<file path="src/rtl/core/kex_name_list_stream_parser_defines.svh">
// assertion macros for the key-exchange name list parser
`ifndef KEX_NAME_LIST_STREAM_PARSER_DEFINES_SVH
`define KEX_NAME_LIST_STREAM_PARSER_DEFINES_SVH

// same-cycle implication, sampled on i_clk, off while in reset
`define KEX_NL_ASSERT_NOW(lbl, ante, cons) \
    lbl: assert property (@(posedge i_clk) disable iff (!i_rst_n) (ante) |-> (cons)) \
        else $error("kex_nl: same-cycle check failed");

// next-cycle implication, sampled on i_clk, off while in reset
`define KEX_NL_ASSERT_NEXT(lbl, ante, cons) \
    lbl: assert property (@(posedge i_clk) disable iff (!i_rst_n) (ante) |=> (cons)) \
        else $error("kex_nl: next-cycle check failed");

`endif

</file>
<file path="src/rtl/core/kex_nl_pkg.sv">
// shared types and constants of the key-exchange name list parser
package kex_nl_pkg;

    localparam int DEF_MAX_NAMES = 64;

    localparam logic [2:0] PH_CODE    = 3'd0;
    localparam logic [2:0] PH_COOKIE  = 3'd1;
    localparam logic [2:0] PH_LEN     = 3'd2;
    localparam logic [2:0] PH_BODY    = 3'd3;
    localparam logic [2:0] PH_TRAILER = 3'd4;
    localparam logic [2:0] PH_ERROR   = 3'd5;

    localparam logic [7:0] MSG_CODE     = 8'h14;
    localparam logic [7:0] SEP_CHAR     = 8'h2C;
    localparam logic [4:0] COOKIE_BYTES = 5'd16;
    localparam logic [4:0] LEN_BYTES    = 5'd4;
    localparam logic [3:0] LAST_LIST    = 4'd9;

    localparam logic [1:0] KIND_CHAR  = 2'd0;
    localparam logic [1:0] KIND_COMMA = 2'd1;
    localparam logic [1:0] KIND_CLOSE = 2'd2;

    localparam logic [1:0] ST_OK        = 2'd0;
    localparam logic [1:0] ST_BAD_CODE  = 2'd1;
    localparam logic [1:0] ST_TRUNCATED = 2'd2;

    typedef struct packed {
        logic [3:0] list_index;
        logic [6:0] name_index;
        logic [7:0] name_byte;
        logic [1:0] kind;
        logic       name_done;
        logic       list_done;
        logic [1:0] status;
        logic       payload_done;
    } t_result;

endpackage

</file>
<file path="src/rtl/core/kex_nl_in_if.sv">
// input word channel of the name list parser
interface kex_nl_in_if;
    logic       valid;
    logic       ready;
    logic [7:0] data_byte;
    logic       last_byte;

    modport source (output valid, output data_byte, output last_byte, input ready);
    modport sink (input valid, input data_byte, input last_byte, output ready);
endinterface

</file>
<file path="src/rtl/core/kex_nl_out_if.sv">
// result word channel of the name list parser
interface kex_nl_out_if;
    logic       valid;
    logic       ready;
    logic [3:0] list_index;
    logic [6:0] name_index;
    logic [7:0] name_byte;
    logic [1:0] kind;
    logic       name_done;
    logic       list_done;
    logic [1:0] status;
    logic       payload_done;

    modport source (
        output valid, output list_index, output name_index, output name_byte,
        output kind, output name_done, output list_done, output status,
        output payload_done, input ready
    );
    modport sink (
        input valid, input list_index, input name_index, input name_byte,
        input kind, input name_done, input list_done, input status,
        input payload_done, output ready
    );
endinterface

</file>
<file path="src/rtl/core/kex_nl_parse.sv">
// parser state and per-word next-state and result logic
module kex_nl_parse #(
    parameter int MAX_NAMES = kex_nl_pkg::DEF_MAX_NAMES
) (
    input  logic                i_clk,
    input  logic                i_rst_n,
    input  logic                i_fire,
    input  logic [7:0]          i_data,
    input  logic                i_last,
    output logic                o_emit,
    output kex_nl_pkg::t_result o_res
);

    localparam int NW = $clog2(MAX_NAMES + 1);

    logic [2:0]    r_phase, n_phase;
    logic [4:0]    r_step, n_step;
    logic [31:0]   r_accum, n_accum;
    logic [31:0]   r_left, n_left;
    logic [3:0]    r_list, n_list;
    logic [NW-1:0] r_names, n_names;

    logic       do_end;
    logic [4:0] step_inc;

    always_comb begin
        n_phase  = r_phase;
        n_step   = r_step;
        n_accum  = r_accum;
        n_left   = r_left;
        n_list   = r_list;
        n_names  = r_names;
        do_end   = 1'b0;
        step_inc = r_step + 5'd1;
        o_emit   = 1'b0;

        o_res.list_index   = r_list;
        o_res.name_index   = 7'(r_names);
        o_res.name_byte    = 8'd0;
        o_res.kind         = kex_nl_pkg::KIND_CLOSE;
        o_res.name_done    = 1'b0;
        o_res.list_done    = 1'b0;
        o_res.status       = kex_nl_pkg::ST_OK;
        o_res.payload_done = 1'b0;

        case (r_phase)
            kex_nl_pkg::PH_CODE: begin
                if (i_data != kex_nl_pkg::MSG_CODE) begin
                    o_emit       = 1'b1;
                    o_res.status = kex_nl_pkg::ST_BAD_CODE;
                    n_phase      = kex_nl_pkg::PH_ERROR;
                end else begin
                    n_phase = kex_nl_pkg::PH_COOKIE;
                    n_step  = 5'd0;
                end
            end
            kex_nl_pkg::PH_COOKIE: begin
                n_step = step_inc;
                if (step_inc >= kex_nl_pkg::COOKIE_BYTES) begin
                    n_phase = kex_nl_pkg::PH_LEN;
                    n_step  = 5'd0;
                    n_accum = 32'd0;
                end
            end
            kex_nl_pkg::PH_LEN: begin
                n_accum = {r_accum[23:0], i_data};
                n_step  = step_inc;
                if (step_inc >= kex_nl_pkg::LEN_BYTES) begin
                    n_step = 5'd0;
                    if (n_accum == 32'd0) begin
                        o_emit          = 1'b1;
                        o_res.list_done = 1'b1;
                        do_end          = 1'b1;
                    end else begin
                        n_left  = n_accum;
                        n_names = '0;
                        n_phase = kex_nl_pkg::PH_BODY;
                    end
                end
            end
            kex_nl_pkg::PH_BODY: begin
                o_emit = 1'b1;
                n_left = r_left - 32'd1;
                if (i_data == kex_nl_pkg::SEP_CHAR) begin
                    o_res.kind      = kex_nl_pkg::KIND_COMMA;
                    o_res.name_done = 1'b1;
                    if (r_names < NW'(MAX_NAMES)) begin
                        n_names = r_names + NW'(1);
                    end
                end else begin
                    o_res.kind      = kex_nl_pkg::KIND_CHAR;
                    o_res.name_byte = i_data;
                end
                if (r_left == 32'd1) begin
                    o_res.list_done = 1'b1;
                    o_res.name_done = 1'b1;
                    do_end          = 1'b1;
                end
            end
            default: begin
            end
        endcase

        if (do_end) begin
            n_names = '0;
            if (r_list >= kex_nl_pkg::LAST_LIST) begin
                n_list  = kex_nl_pkg::LAST_LIST;
                n_phase = kex_nl_pkg::PH_TRAILER;
            end else begin
                n_list  = r_list + 4'd1;
                n_phase = kex_nl_pkg::PH_LEN;
                n_step  = 5'd0;
                n_accum = 32'd0;
            end
        end

        if (i_last) begin
            o_emit             = 1'b1;
            o_res.payload_done = 1'b1;
            if (n_phase == kex_nl_pkg::PH_TRAILER) begin
                o_res.status = kex_nl_pkg::ST_OK;
            end else if (n_phase == kex_nl_pkg::PH_ERROR) begin
                o_res.status = kex_nl_pkg::ST_BAD_CODE;
            end else begin
                o_res.status = kex_nl_pkg::ST_TRUNCATED;
            end
            n_phase = kex_nl_pkg::PH_CODE;
            n_step  = 5'd0;
            n_accum = 32'd0;
            n_left  = 32'd0;
            n_list  = 4'd0;
            n_names = '0;
        end
    end

    always_ff @(posedge i_clk) begin
        if (!i_rst_n) begin
            r_phase <= kex_nl_pkg::PH_CODE;
            r_step  <= 5'd0;
            r_accum <= 32'd0;
            r_left  <= 32'd0;
            r_list  <= 4'd0;
            r_names <= '0;
        end else if (i_fire) begin
            r_phase <= n_phase;
            r_step  <= n_step;
            r_accum <= n_accum;
            r_left  <= n_left;
            r_list  <= n_list;
            r_names <= n_names;
        end
    end

endmodule

</file>
<file path="src/rtl/core/kex_nl_out_reg.sv">
// result register driving the output word channel
module kex_nl_out_reg (
    input  logic                i_clk,
    input  logic                i_rst_n,
    input  logic                i_load,
    input  kex_nl_pkg::t_result i_res,
    output logic                o_free,
    kex_nl_out_if.source        o_out
);

    logic                r_valid;
    kex_nl_pkg::t_result r_res;

    assign o_free = !r_valid || o_out.ready;

    always_ff @(posedge i_clk) begin
        if (!i_rst_n) begin
            r_valid <= 1'b0;
        end else if (i_load) begin
            r_valid <= 1'b1;
        end else if (o_out.ready) begin
            r_valid <= 1'b0;
        end
    end

    always_ff @(posedge i_clk) begin
        if (i_load) begin
            r_res <= i_res;
        end
    end

    assign o_out.valid        = r_valid;
    assign o_out.list_index   = r_res.list_index;
    assign o_out.name_index   = r_res.name_index;
    assign o_out.name_byte    = r_res.name_byte;
    assign o_out.kind         = r_res.kind;
    assign o_out.name_done    = r_res.name_done;
    assign o_out.list_done    = r_res.list_done;
    assign o_out.status       = r_res.status;
    assign o_out.payload_done = r_res.payload_done;

endmodule

</file>
<file path="src/rtl/core/kex_name_list_stream_parser.sv">
// top level of the key-exchange-init name list parser
// Takes a key-exchange-init payload one byte per word and emits one tagged result word per
// name character or comma, plus close and status words as described on the result fields.
// A word can be accepted every cycle while no result waits on a stalled result register; each
// word passes an input register, then the parser logic into the result register.
// Bytes that produce no result retire even while the result register is stalled; a byte
// that produces a result waits in the input register until the result register frees up.
// There is no start-up pass after reset: the block takes words as soon as reset is released.
`include "kex_name_list_stream_parser_defines.svh"

module kex_name_list_stream_parser #(
    parameter int MAX_NAMES = kex_nl_pkg::DEF_MAX_NAMES
) (
    input  logic         i_clk,
    input  logic         i_rst_n,
    kex_nl_in_if.sink    i_in,
    kex_nl_out_if.source o_out
);

    logic                r_in_valid;
    logic [7:0]          r_in_data;
    logic                r_in_last;
    logic                emit;
    logic                out_free;
    logic                adv;
    kex_nl_pkg::t_result res;

    assign adv       = r_in_valid && (!emit || out_free);
    assign i_in.ready = !r_in_valid || adv;

    always_ff @(posedge i_clk) begin
        if (!i_rst_n) begin
            r_in_valid <= 1'b0;
        end else if (i_in.ready) begin
            r_in_valid <= i_in.valid;
        end
    end

    always_ff @(posedge i_clk) begin
        if (i_in.ready && i_in.valid) begin
            r_in_data <= i_in.data_byte;
            r_in_last <= i_in.last_byte;
        end
    end

    kex_nl_parse #(
        .MAX_NAMES (MAX_NAMES)
    ) u_parse (
        .i_clk   (i_clk),
        .i_rst_n (i_rst_n),
        .i_fire  (adv),
        .i_data  (r_in_data),
        .i_last  (r_in_last),
        .o_emit  (emit),
        .o_res   (res)
    );

    kex_nl_out_reg u_out_reg (
        .i_clk   (i_clk),
        .i_rst_n (i_rst_n),
        .i_load  (adv && emit),
        .i_res   (res),
        .o_free  (out_free),
        .o_out   (o_out)
    );

    // final byte of a payload always yields a result
    `KEX_NL_ASSERT_NOW(a_last_emits, r_in_valid && r_in_last, emit)
    // a result word never overwrites one that is still waiting
    `KEX_NL_ASSERT_NOW(a_no_overrun, r_in_valid && emit && !out_free, !adv)
    // accepted final byte lands in the input register
    `KEX_NL_ASSERT_NEXT(a_last_captured, i_in.valid && i_in.ready && i_in.last_byte,
        r_in_valid && r_in_last)
    // only character words carry a character
    `KEX_NL_ASSERT_NOW(a_byte_only_char,
        o_out.valid && (o_out.kind != kex_nl_pkg::KIND_CHAR), o_out.name_byte == 8'd0)

endmodule

</file>
<file path="src/flat_wrapper.sv">
// flat-port wrapper written by rule: the top's interface ports become plain ports
module kex_name_list_stream_parser_flat 
#(
    parameter int MAX_NAMES = kex_nl_pkg::DEF_MAX_NAMES
)
  (i_clk, i_rst_n, i_in_valid, i_in_data_byte, i_in_last_byte, i_in_ready, o_out_valid, o_out_list_index, o_out_name_index, o_out_name_byte, o_out_kind, o_out_name_done, o_out_list_done, o_out_status, o_out_payload_done, o_out_ready);
  kex_nl_in_if i_in_i ();
  kex_nl_out_if o_out_i ();
  input  logic i_clk;
  input  logic i_rst_n;
  input wire logic [$bits(i_in_i.valid)-1:0] i_in_valid;
  input wire logic [$bits(i_in_i.data_byte)-1:0] i_in_data_byte;
  input wire logic [$bits(i_in_i.last_byte)-1:0] i_in_last_byte;
  output wire logic [$bits(i_in_i.ready)-1:0] i_in_ready;
  output wire logic [$bits(o_out_i.valid)-1:0] o_out_valid;
  output wire logic [$bits(o_out_i.list_index)-1:0] o_out_list_index;
  output wire logic [$bits(o_out_i.name_index)-1:0] o_out_name_index;
  output wire logic [$bits(o_out_i.name_byte)-1:0] o_out_name_byte;
  output wire logic [$bits(o_out_i.kind)-1:0] o_out_kind;
  output wire logic [$bits(o_out_i.name_done)-1:0] o_out_name_done;
  output wire logic [$bits(o_out_i.list_done)-1:0] o_out_list_done;
  output wire logic [$bits(o_out_i.status)-1:0] o_out_status;
  output wire logic [$bits(o_out_i.payload_done)-1:0] o_out_payload_done;
  input wire logic [$bits(o_out_i.ready)-1:0] o_out_ready;
  assign i_in_i.valid = i_in_valid;
  assign i_in_i.data_byte = i_in_data_byte;
  assign i_in_i.last_byte = i_in_last_byte;
  assign i_in_ready = i_in_i.ready;
  assign o_out_valid = o_out_i.valid;
  assign o_out_list_index = o_out_i.list_index;
  assign o_out_name_index = o_out_i.name_index;
  assign o_out_name_byte = o_out_i.name_byte;
  assign o_out_kind = o_out_i.kind;
  assign o_out_name_done = o_out_i.name_done;
  assign o_out_list_done = o_out_i.list_done;
  assign o_out_status = o_out_i.status;
  assign o_out_payload_done = o_out_i.payload_done;
  assign o_out_i.ready = o_out_ready;
  kex_name_list_stream_parser #(.MAX_NAMES(MAX_NAMES)) u_core (.i_clk(i_clk), .i_rst_n(i_rst_n), .i_in(i_in_i), .o_out(o_out_i));
endmodule
</file>
<file path="config.mk">
export PLATFORM = sky130hd
export DESIGN_NAME = kex_name_list_stream_parser_flat
export DESIGN_NICKNAME = d
export VERILOG_FILES = /design/src/rtl/core/kex_nl_pkg.sv /design/src/rtl/core/kex_nl_in_if.sv /design/src/rtl/core/kex_nl_out_if.sv /design/src/rtl/core/kex_nl_parse.sv /design/src/rtl/core/kex_nl_out_reg.sv /design/src/rtl/core/kex_name_list_stream_parser.sv /design/src/flat_wrapper.sv
export VERILOG_INCLUDE_DIRS = /design/src /design/src/rtl/core
export SDC_FILE = /design/constraint.sdc
export NUM_CORES = 1
export LEC_CHECK = 0
export ABC_AREA = 1
export BUFFER_PORTS_ARGS = -buffer_cell sky130_fd_sc_hd__clkbuf_2
export CORE_MARGIN = 4
export CORE_UTILIZATION = 30
export CTS_CLUSTER_SIZE = 40
export DETAILED_ROUTE_END_ITERATION = 10
export PLACE_DENSITY = 0.48
export SYNTH_ARGS = -nofsm -noshare
export SYNTH_HDL_FRONTEND = slang
export SYNTH_SLANG_ARGS = --single-unit
</file>
<file path="constraint.sdc">
create_clock -name i_clk -period 5.6 [get_ports i_clk]
set_input_delay 0.28 -clock i_clk [delete_from_list [all_inputs] [get_ports i_clk]]
set_output_delay 0.28 -clock i_clk [all_outputs]
set_load 0.03 [all_outputs]
</file>
==> results of run 1 <==
[per-stage QoR]
step	power [W]	cells	instance area, µm²	worst slack (ps)	util [%]
5_1_grt	0.00226	1456	7820	1690	33.3
3_3_place_gp	0.00146	1440	7510	2170	32.0
2_1_floorplan	0.00134	1129	7140	3190	-
4_1_cts	0.00215	1456	7820	2130	33.3
6_report	0.00212	1456	7820	2160	33.3
3_5_place_dp	0.00146	1440	7510	2150	32.0
[cell usage in the layout, fill, tap and decap left out]
cell,count
nor3_1,9
nand2_1,285
o31ai_1,1
clkinv_8,2
nor2_2,4
o221ai_1,1
edfxtp_1,35
inv_2,6
nand3_2,1
nor2_1,207
and2_1,2
a31oi_1,2
buf_4,5
or2_2,4
nor3_2,1
ha_1,7
clkinvlp_4,1
and3_1,3
clkbuf_16,9
o21ai_0,64
nand3_1,89
nand2_2,8
xor2_1,14
xnor2_1,2
o21ai_1,2
inv_1,149
inv_8,3
a21oi_1,52
a211oi_1,1
o211ai_1,31
a21oi_4,1
clkinv_4,1
clkbuf_2,40
nand4_1,14
clkinv_1,3
nand2_4,1
dfxtp_1,77
[layout make-up]
type	instances	area (µm²)
Clock buffer	9	225
Clock inverter	7	82.6
Fill cell	2653	15700
Inverter	158	593
Multi-Input combinational cell	806	3690
Sequential cell	112	2590
Tap cell	319	399
Timing Repair Buffer	45	238
[cell families (layout without fill, tap and decap cells)]
logic type,count (synthesis),in the layout,share of synthesized area [%]
adder cells (fa/ha/maj),7,7,1.23
flip-flops,112,112,36.3
AO/OA/AOI/OAI,155,155,12.3
AND/OR/NAND/NOR,628,628,36.2
buffers and inverters,211,219,12.0
XOR/XNOR,16,16,1.96
[power groups by stage]
stage                     registers, W  logic (W)  clock network, W
after floorplan               0.000965   0.000370                 0
after global placement        0.000965   0.000497                 0
after detailed placement      0.000964   0.000496                 0
after CTS                     0.000946   0.000499          0.000703
after global routing          0.000954   0.000574          0.000730
final                         0.000946   0.000498          0.000678
[metal layers]
metal | vias up | wire (µm)
li1 | 3573 | -
met1 | 3116 | 10800
met2 | 110 | 9540
met3 | 14 | 618
met4 | 0 | 247
met5 | - | 0
[flip-flops by register name, summed over array words and instances, names as in the netlist, 4 cells and up]
signal	cells
u_core.u_parse.r_step	5
u_core.u_parse.r_list	4
u_core.u_parse.r_left	32
u_core.u_out_reg.o_out.list_index	4
u_core.u_parse.r_names	7
u_core.u_out_reg.o_out.name_byte	8
u_core.u_parse.r_accum	24
u_core.u_out_reg.o_out.name_index	7
u_core.r_in_data	8
[how the worst max path moves through the flow]
stage	start	end	slack (ps)	cells after the start
2_1_floorplan	u_core.u_parse.r_step[0]$_SDFFE_PN0N_	u_core.u_out_reg.o_out.kind[0]$_SDFFCE_PN0P_	3190	12
3_3_place_gp	u_core.u_parse.r_phase[0]$_SDFFE_PN0N_	u_core.u_parse.r_left[21]$_SDFFE_PN0P_	2170	11
3_5_place_dp	u_core.u_parse.r_phase[0]$_SDFFE_PN0N_	u_core.u_parse.r_left[26]$_SDFFE_PN0P_	2150	11
4_1_cts	u_core.u_parse.r_phase[0]$_SDFFE_PN0N_	u_core.u_parse.r_left[26]$_SDFFE_PN0P_	2130	11
5_1_grt	u_core.u_parse.r_phase[0]$_SDFFE_PN0N_	u_core.u_parse.r_left[31]$_SDFFE_PN0P_	1690	11
6_report	u_core.u_parse.r_phase[0]$_SDFFE_PN0N_	u_core.u_parse.r_left[26]$_SDFFE_PN0P_	2160	11
[worst max-delay path: cells and delay by family, from the launching register on]
family	cells	cell delay, ps
and+or+nand+nor	7	1900
buffers and inverters	3	940
DFF	1	390
AOI/OAI and AO/OA	1	130
==> impl_metrics.env, run 1 <==
export IMPL_status="complete, no violations"
export IMPL_numCtsBuffers=9
export IMPL_die_width_um=162
export IMPL_grt_pass1_vias=6271
export IMPL_crit_arrival_ps=3750
export IMPL_fin_nets=1152
export IMPL_fin_skew_ps=11.0
export IMPL_grt_util_all_layers_pct=16.2
export IMPL_diodes=0
export IMPL_fmax_mhz=290
export IMPL_netlist_instances=1129
export IMPL_ys_warn_count=0
export IMPL_die_area_mm2=0.0263
export IMPL_rrSetupSlack_ps=2160
export IMPL_cap_violations=0
export IMPL_setup_viol=0
export IMPL_pwr_share_clk_pct=31.9
export IMPL_rsz0062_at_grt="false"
export IMPL_tightest_slew_ps=1090
export IMPL_path_class="reg -> reg"
export IMPL_r2r_cells=11
export IMPL_seq_area_frac_synth_pct=36.3
export IMPL_post_cts_buffers=0
export IMPL_insertion_delay_ps=360
export IMPL_clock_sinks=112
export IMPL_yosysMostFrequentCell="nand2_1"
export IMPL_port_buffers=40
export IMPL_synthFlopType="dfxtp_1"
export IMPL_yosys_area_top_type="dfxtp_1"
export IMPL_use_met3_pct=1.55
export IMPL_grt_use_met2_pct=25.3
export IMPL_antenna_found_initial=0
export IMPL_layout_drive_gt1_share_pct=7.65
export IMPL_via_per_inst=4.68
export IMPL_initial_core_util_pct=30.4
export IMPL_cts_resized=0
export IMPL_h_tree_depth=3
export IMPL_grt_ovfl_total=0
export IMPL_synth_edf_count=35
export IMPL_p_sw_share_pct=35.5
export IMPL_hold_start="i_in_data_byte[6]"
export IMPL_place_gp_congestion=0.825
export IMPL_power_frac_seq_pct=44.6
export IMPL_timing_final_crit_share_pct=61.5
export IMPL_netlist_area_mm2=0.00714
export IMPL_drc=0
export IMPL_path_clk_slew_ps=90
export IMPL_synth_distinct_cells=35
export IMPL_endpoint_kind="flop"
export IMPL_wl_per_cell_um=14.6
export IMPL_period_minus_slack_ps=3440
export IMPL_synth_top_cell_area_share_pct=21.6
export IMPL_path_common_cell="nand2_1"
export IMPL_finalHoldViolCount=0
export IMPL_dp_final_hpwl_um=14600
export IMPL_drt_pass1_iter_count=5
export IMPL_synth_ff_latch_count=112
export IMPL_synthesis_nets=1149
export IMPL_synthTopCellsByCount="nand2_1 (285), nor2_1 (207), inv_1 (149), nand3_1 (89), dfxtp_1 (77)"
export IMPL_crit_slowest_cell="nand3_1"
export IMPL_cp_max_fo=75
export IMPL_intPower_w=0.00137
export IMPL_relSlewSlack_pct=27.3
export IMPL_clk_path_buf_depth=2
export IMPL_area_growth_pct=9.57
export IMPL_cts_tree="built"
export IMPL_power_switching_w=0.000753
export IMPL_crit_path_cell_trace="inv_1 > nand3_1 > inv_2 > nand3_2 > nand2_2 > a21oi_4 > buf_4 > nand2_4 > nand2_1 > nand2_1 > nor2_1"
export IMPL_power_leakage_nw=3.75
export IMPL_slew_violations=0
export IMPL_grt_pass1_wl_um=34400
export IMPL_ant_nets=0
export IMPL_ys_async_sr_fraction_pct=0
export IMPL_min_path_cells=1
export IMPL_vias=6813
export IMPL_max_stage_delay_ps=720
export IMPL_whs_ps=87.9
export IMPL_rows=56
export IMPL_cts_root_buffer="clkbuf_16"
export IMPL_share_comb_of_total_power_pct=23.5
export IMPL_r2r_start="u_core.u_parse.r_phase[0]$_SDFFE_PN0N_"
export IMPL_busiest_layer="met2"
export IMPL_hold_end="u_core.r_in_data[6]$_DFFE_PP_"
export IMPL_num_io_pins=41
export IMPL_hold_buffers=0
export IMPL_netlist_top_cells_area="dfxtp_1 (22%), nand2_1 (15%), edfxtp_1 (15%), nor2_1 (11%), inv_1 (7.8%)"
export IMPL_tns_ps=0
export IMPL_core_area_mm2=0.0235
export IMPL_grt_max_degree=76
export IMPL_use_met1_pct=24.1
export IMPL_power_density_mw_per_mm2=271
export IMPL_regToRegEndpoint="u_core.u_parse.r_left[26]$_SDFFE_PN0P_"
export IMPL_wirelength_um=21200
export IMPL_cp_start_kind="flop"
export IMPL_vdd_drop_max_mv=0.114
export IMPL_drtIter0Drc=447
export IMPL_required_ps=5900
export IMPL_holdCritPathClass="in -> reg"
export IMPL_synth_area_per_cell_um2=6.32
export IMPL_die_height_um=162
Note: power is estimated with default switching activity, not from simulation.
==> inputs of run 2 (changes only) <==
--- a/config.mk
+++ b/config.mk
@@ -12,7 +12,7 @@
 export CORE_UTILIZATION = 30
 export CTS_CLUSTER_SIZE = 40
 export DETAILED_ROUTE_END_ITERATION = 10
-export PLACE_DENSITY = 0.48
+export PLACE_DENSITY = 0.5
 export SYNTH_ARGS = -nofsm -noshare
 export SYNTH_HDL_FRONTEND = slang
 export SYNTH_SLANG_ARGS = --single-unit
==> constraint.sdc (replaced) <==
create_clock -name i_clk -period 2.97 [get_ports i_clk]
set_input_delay 0.1485 -clock i_clk [delete_from_list [all_inputs] [get_ports i_clk]]
set_output_delay 0.1485 -clock i_clk [all_outputs]
set_load 0.03 [all_outputs]
==> impl_metrics.env, run 2 (synthesized netlist as in run 1, its figures left out) <==
export IMPL_nFillCells=2595
export IMPL_pwr_share_clk_pct=31.2
export IMPL_crit_slowest_cell="buf_4"
export IMPL_grt_max_degree=60
export IMPL_path_class="reg -> reg"
export IMPL_power_leakage_nw=3.85
export IMPL_cp_max_fo=53
export IMPL_cpLargestDelayFamily="simple AND/OR/NAND/NOR gates"
export IMPL_grt_pass1_vias=6367
export IMPL_area_growth_pct=12.0
export IMPL_slew_violations=0
export IMPL_cts_resized=0
export IMPL_max_stage_delay_ps=500
export IMPL_cts_root_buffer="clkbuf_16"
export IMPL_p_sw_share_pct=35.2
export IMPL_crit_path_cell_trace="nor2_1 > nand3_1 > nor2_1 > nor2_1 > nor3_2 > nand2_2 > a21oi_4 > buf_4 > nand3_1 > nand2_1 > nor2_1"
export IMPL_finalHoldViolCount=0
export IMPL_rows=56
export IMPL_tightest_slew_ps=636
export IMPL_fmax_mhz=397
export IMPL_ant_nets=0
export IMPL_path_clk_slew_ps=80
export IMPL_drtIter0Drc=526
export IMPL_wirelength_um=21300
export IMPL_largest_register="u_core.u_parse.r_left"
export IMPL_die_width_um=162
export IMPL_relSlewSlack_pct=57.6
export IMPL_rsz0062_at_grt="false"
export IMPL_vdd_drop_max_mv=0.256
export IMPL_final_util_pct=34.1
export IMPL_setup_viol=0
export IMPL_fin_nets=1174
export IMPL_grt_pass1_wl_um=34300
export IMPL_cts_tree="built"
export IMPL_layout_drive_gt1_share_pct=8.54
export IMPL_largestRegisters="u_core.u_parse.r_left (32), u_core.u_parse.r_accum (24)"
export IMPL_die_area_mm2=0.0263
export IMPL_status="complete, no violations"
export IMPL_grt_ovfl_total=0
export IMPL_largest_reg_flops=32
export IMPL_die_height_um=162
export IMPL_drt_pass1_iter_count=5
export IMPL_grt_util_all_layers_pct=16.2
export IMPL_endpoint_kind="flop"
export IMPL_fin_skew_ps=8.58
export IMPL_initial_core_util_pct=30.4
export IMPL_power_density_mw_per_mm2=499
export IMPL_core_area_mm2=0.0235
export IMPL_vias=6943
export IMPL_path_common_cell="nor2_1"
export IMPL_place_gp_congestion=0.845
export IMPL_required_ps=3240
export IMPL_final_cell_mix="nand2_1 (285), nor2_1 (207), inv_1 (149)"
export IMPL_insertion_delay_ps=370
export IMPL_dp_final_hpwl_um=15000
export IMPL_crit_buf_inv=1
export IMPL_via_per_inst=4.70
export IMPL_h_tree_depth=3
export IMPL_power_switching_w=0.00140
export IMPL_drc=0
export IMPL_post_cts_buffers=0
export IMPL_holdCritPathClass="in -> reg"
export IMPL_clk_path_buf_depth=2
export IMPL_cap_violations=0
export IMPL_clock_sinks=112
export IMPL_power_frac_seq_pct=44.5
export IMPL_port_buffers=40
export IMPL_num_io_pins=41
export IMPL_diodes=0
export IMPL_numCtsBuffers=9
export IMPL_tns_ps=0
export IMPL_antenna_found_initial=0
export IMPL_intPower_w=0.00258
export IMPL_period_minus_slack_ps=2520
export IMPL_share_comb_of_total_power_pct=24.2
export IMPL_mostFrequentLayoutCell="nand2_1"
export IMPL_timing_final_crit_share_pct=84.8
export IMPL_hold_buffers=9
export IMPL_wl_per_cell_um=14.4
export IMPL_cp_start_kind="flop"
export IMPL_crit_arrival_ps=2780
[run 2: metal layers]
metal / up-vias / global-route usage (%) / part of all wire, % / wire length (µm)
met5: - / 0 / 0 / 0
met4: 0 / 4.11 / 1.2 / 265
met3: 19 / 2.03 / 3.9 / 826
met2: 138 / 25.5 / 45 / 9630
met1: 3158 / 23.5 / 50 / 10600
li1: 3628 / - / - / -
[run 2: layout make-up]
cell class	count	area, µm²	share of cell area (%)
Multi-Input combinational cell	806	3690	46.2
Sequential cell	112	2590	32.4
Inverter	158	593	7.42
Timing Repair Buffer	67	425	5.32
Tap cell	319	399	4.99
Clock buffer	10	229	2.86
Clock inverter	6	62.6	0.783
[run 2: worst reg2reg max path, stage by stage (launching register included)]
cell and delay (ps):
edfxtp_1 480, nor2_1 210, nand3_1 90, nor2_1 160, nor2_1 90, nor3_2 140, nand2_2 110, a21oi_4 290
buf_4 500, nand3_1 190, nand2_1 110, nor2_1 40
[run 2: through the flow]
step | setup WS, ps | hold WS (ps) | total power, W | area, µm² | instances
after CTS | 411 | 41.1 | 0.00403 | 7990 | 1478
after global routing | 142 | 47.4 | 0.00423 | 7990 | 1478
after detailed placement | 438 | 328 | 0.00276 | 7610 | 1453
after floorplan | 563 | 247 | 0.00252 | 7140 | 1129
final | 451 | 48.9 | 0.00399 | 7990 | 1478
after global placement | 420 | 328 | 0.00276 | 7610 | 1453
[run 2: worst paths after layout]
path,startpoint,to,slack (ps),depth (start not counted)
max,u_core.r_in_data[5]$_DFFE_PP_,u_core.u_parse.r_left[12]$_SDFFE_PN0P_,450,11
min,i_in_valid,u_core.r_in_valid$_SDFFE_PN0P_,50,3
min reg2reg,u_core.u_parse.r_names[5]$_SDFFE_PN0P_,u_core.u_out_reg.o_out.name_index[5]$_DFFE_PP_,430,0
max reg2reg,u_core.r_in_data[5]$_DFFE_PP_,u_core.u_parse.r_left[12]$_SDFFE_PN0P_,450,11
[run 2: power by group through the flow]
stage               combinational, W  clock (W)  sequential (W)
floorplan                   0.000697          0         0.00182
global placement            0.000953          0         0.00181
detailed placement          0.000950          0         0.00181
CTS                         0.000965    0.00129         0.00178
global route                 0.00110    0.00134         0.00179
finish                      0.000967    0.00124         0.00178
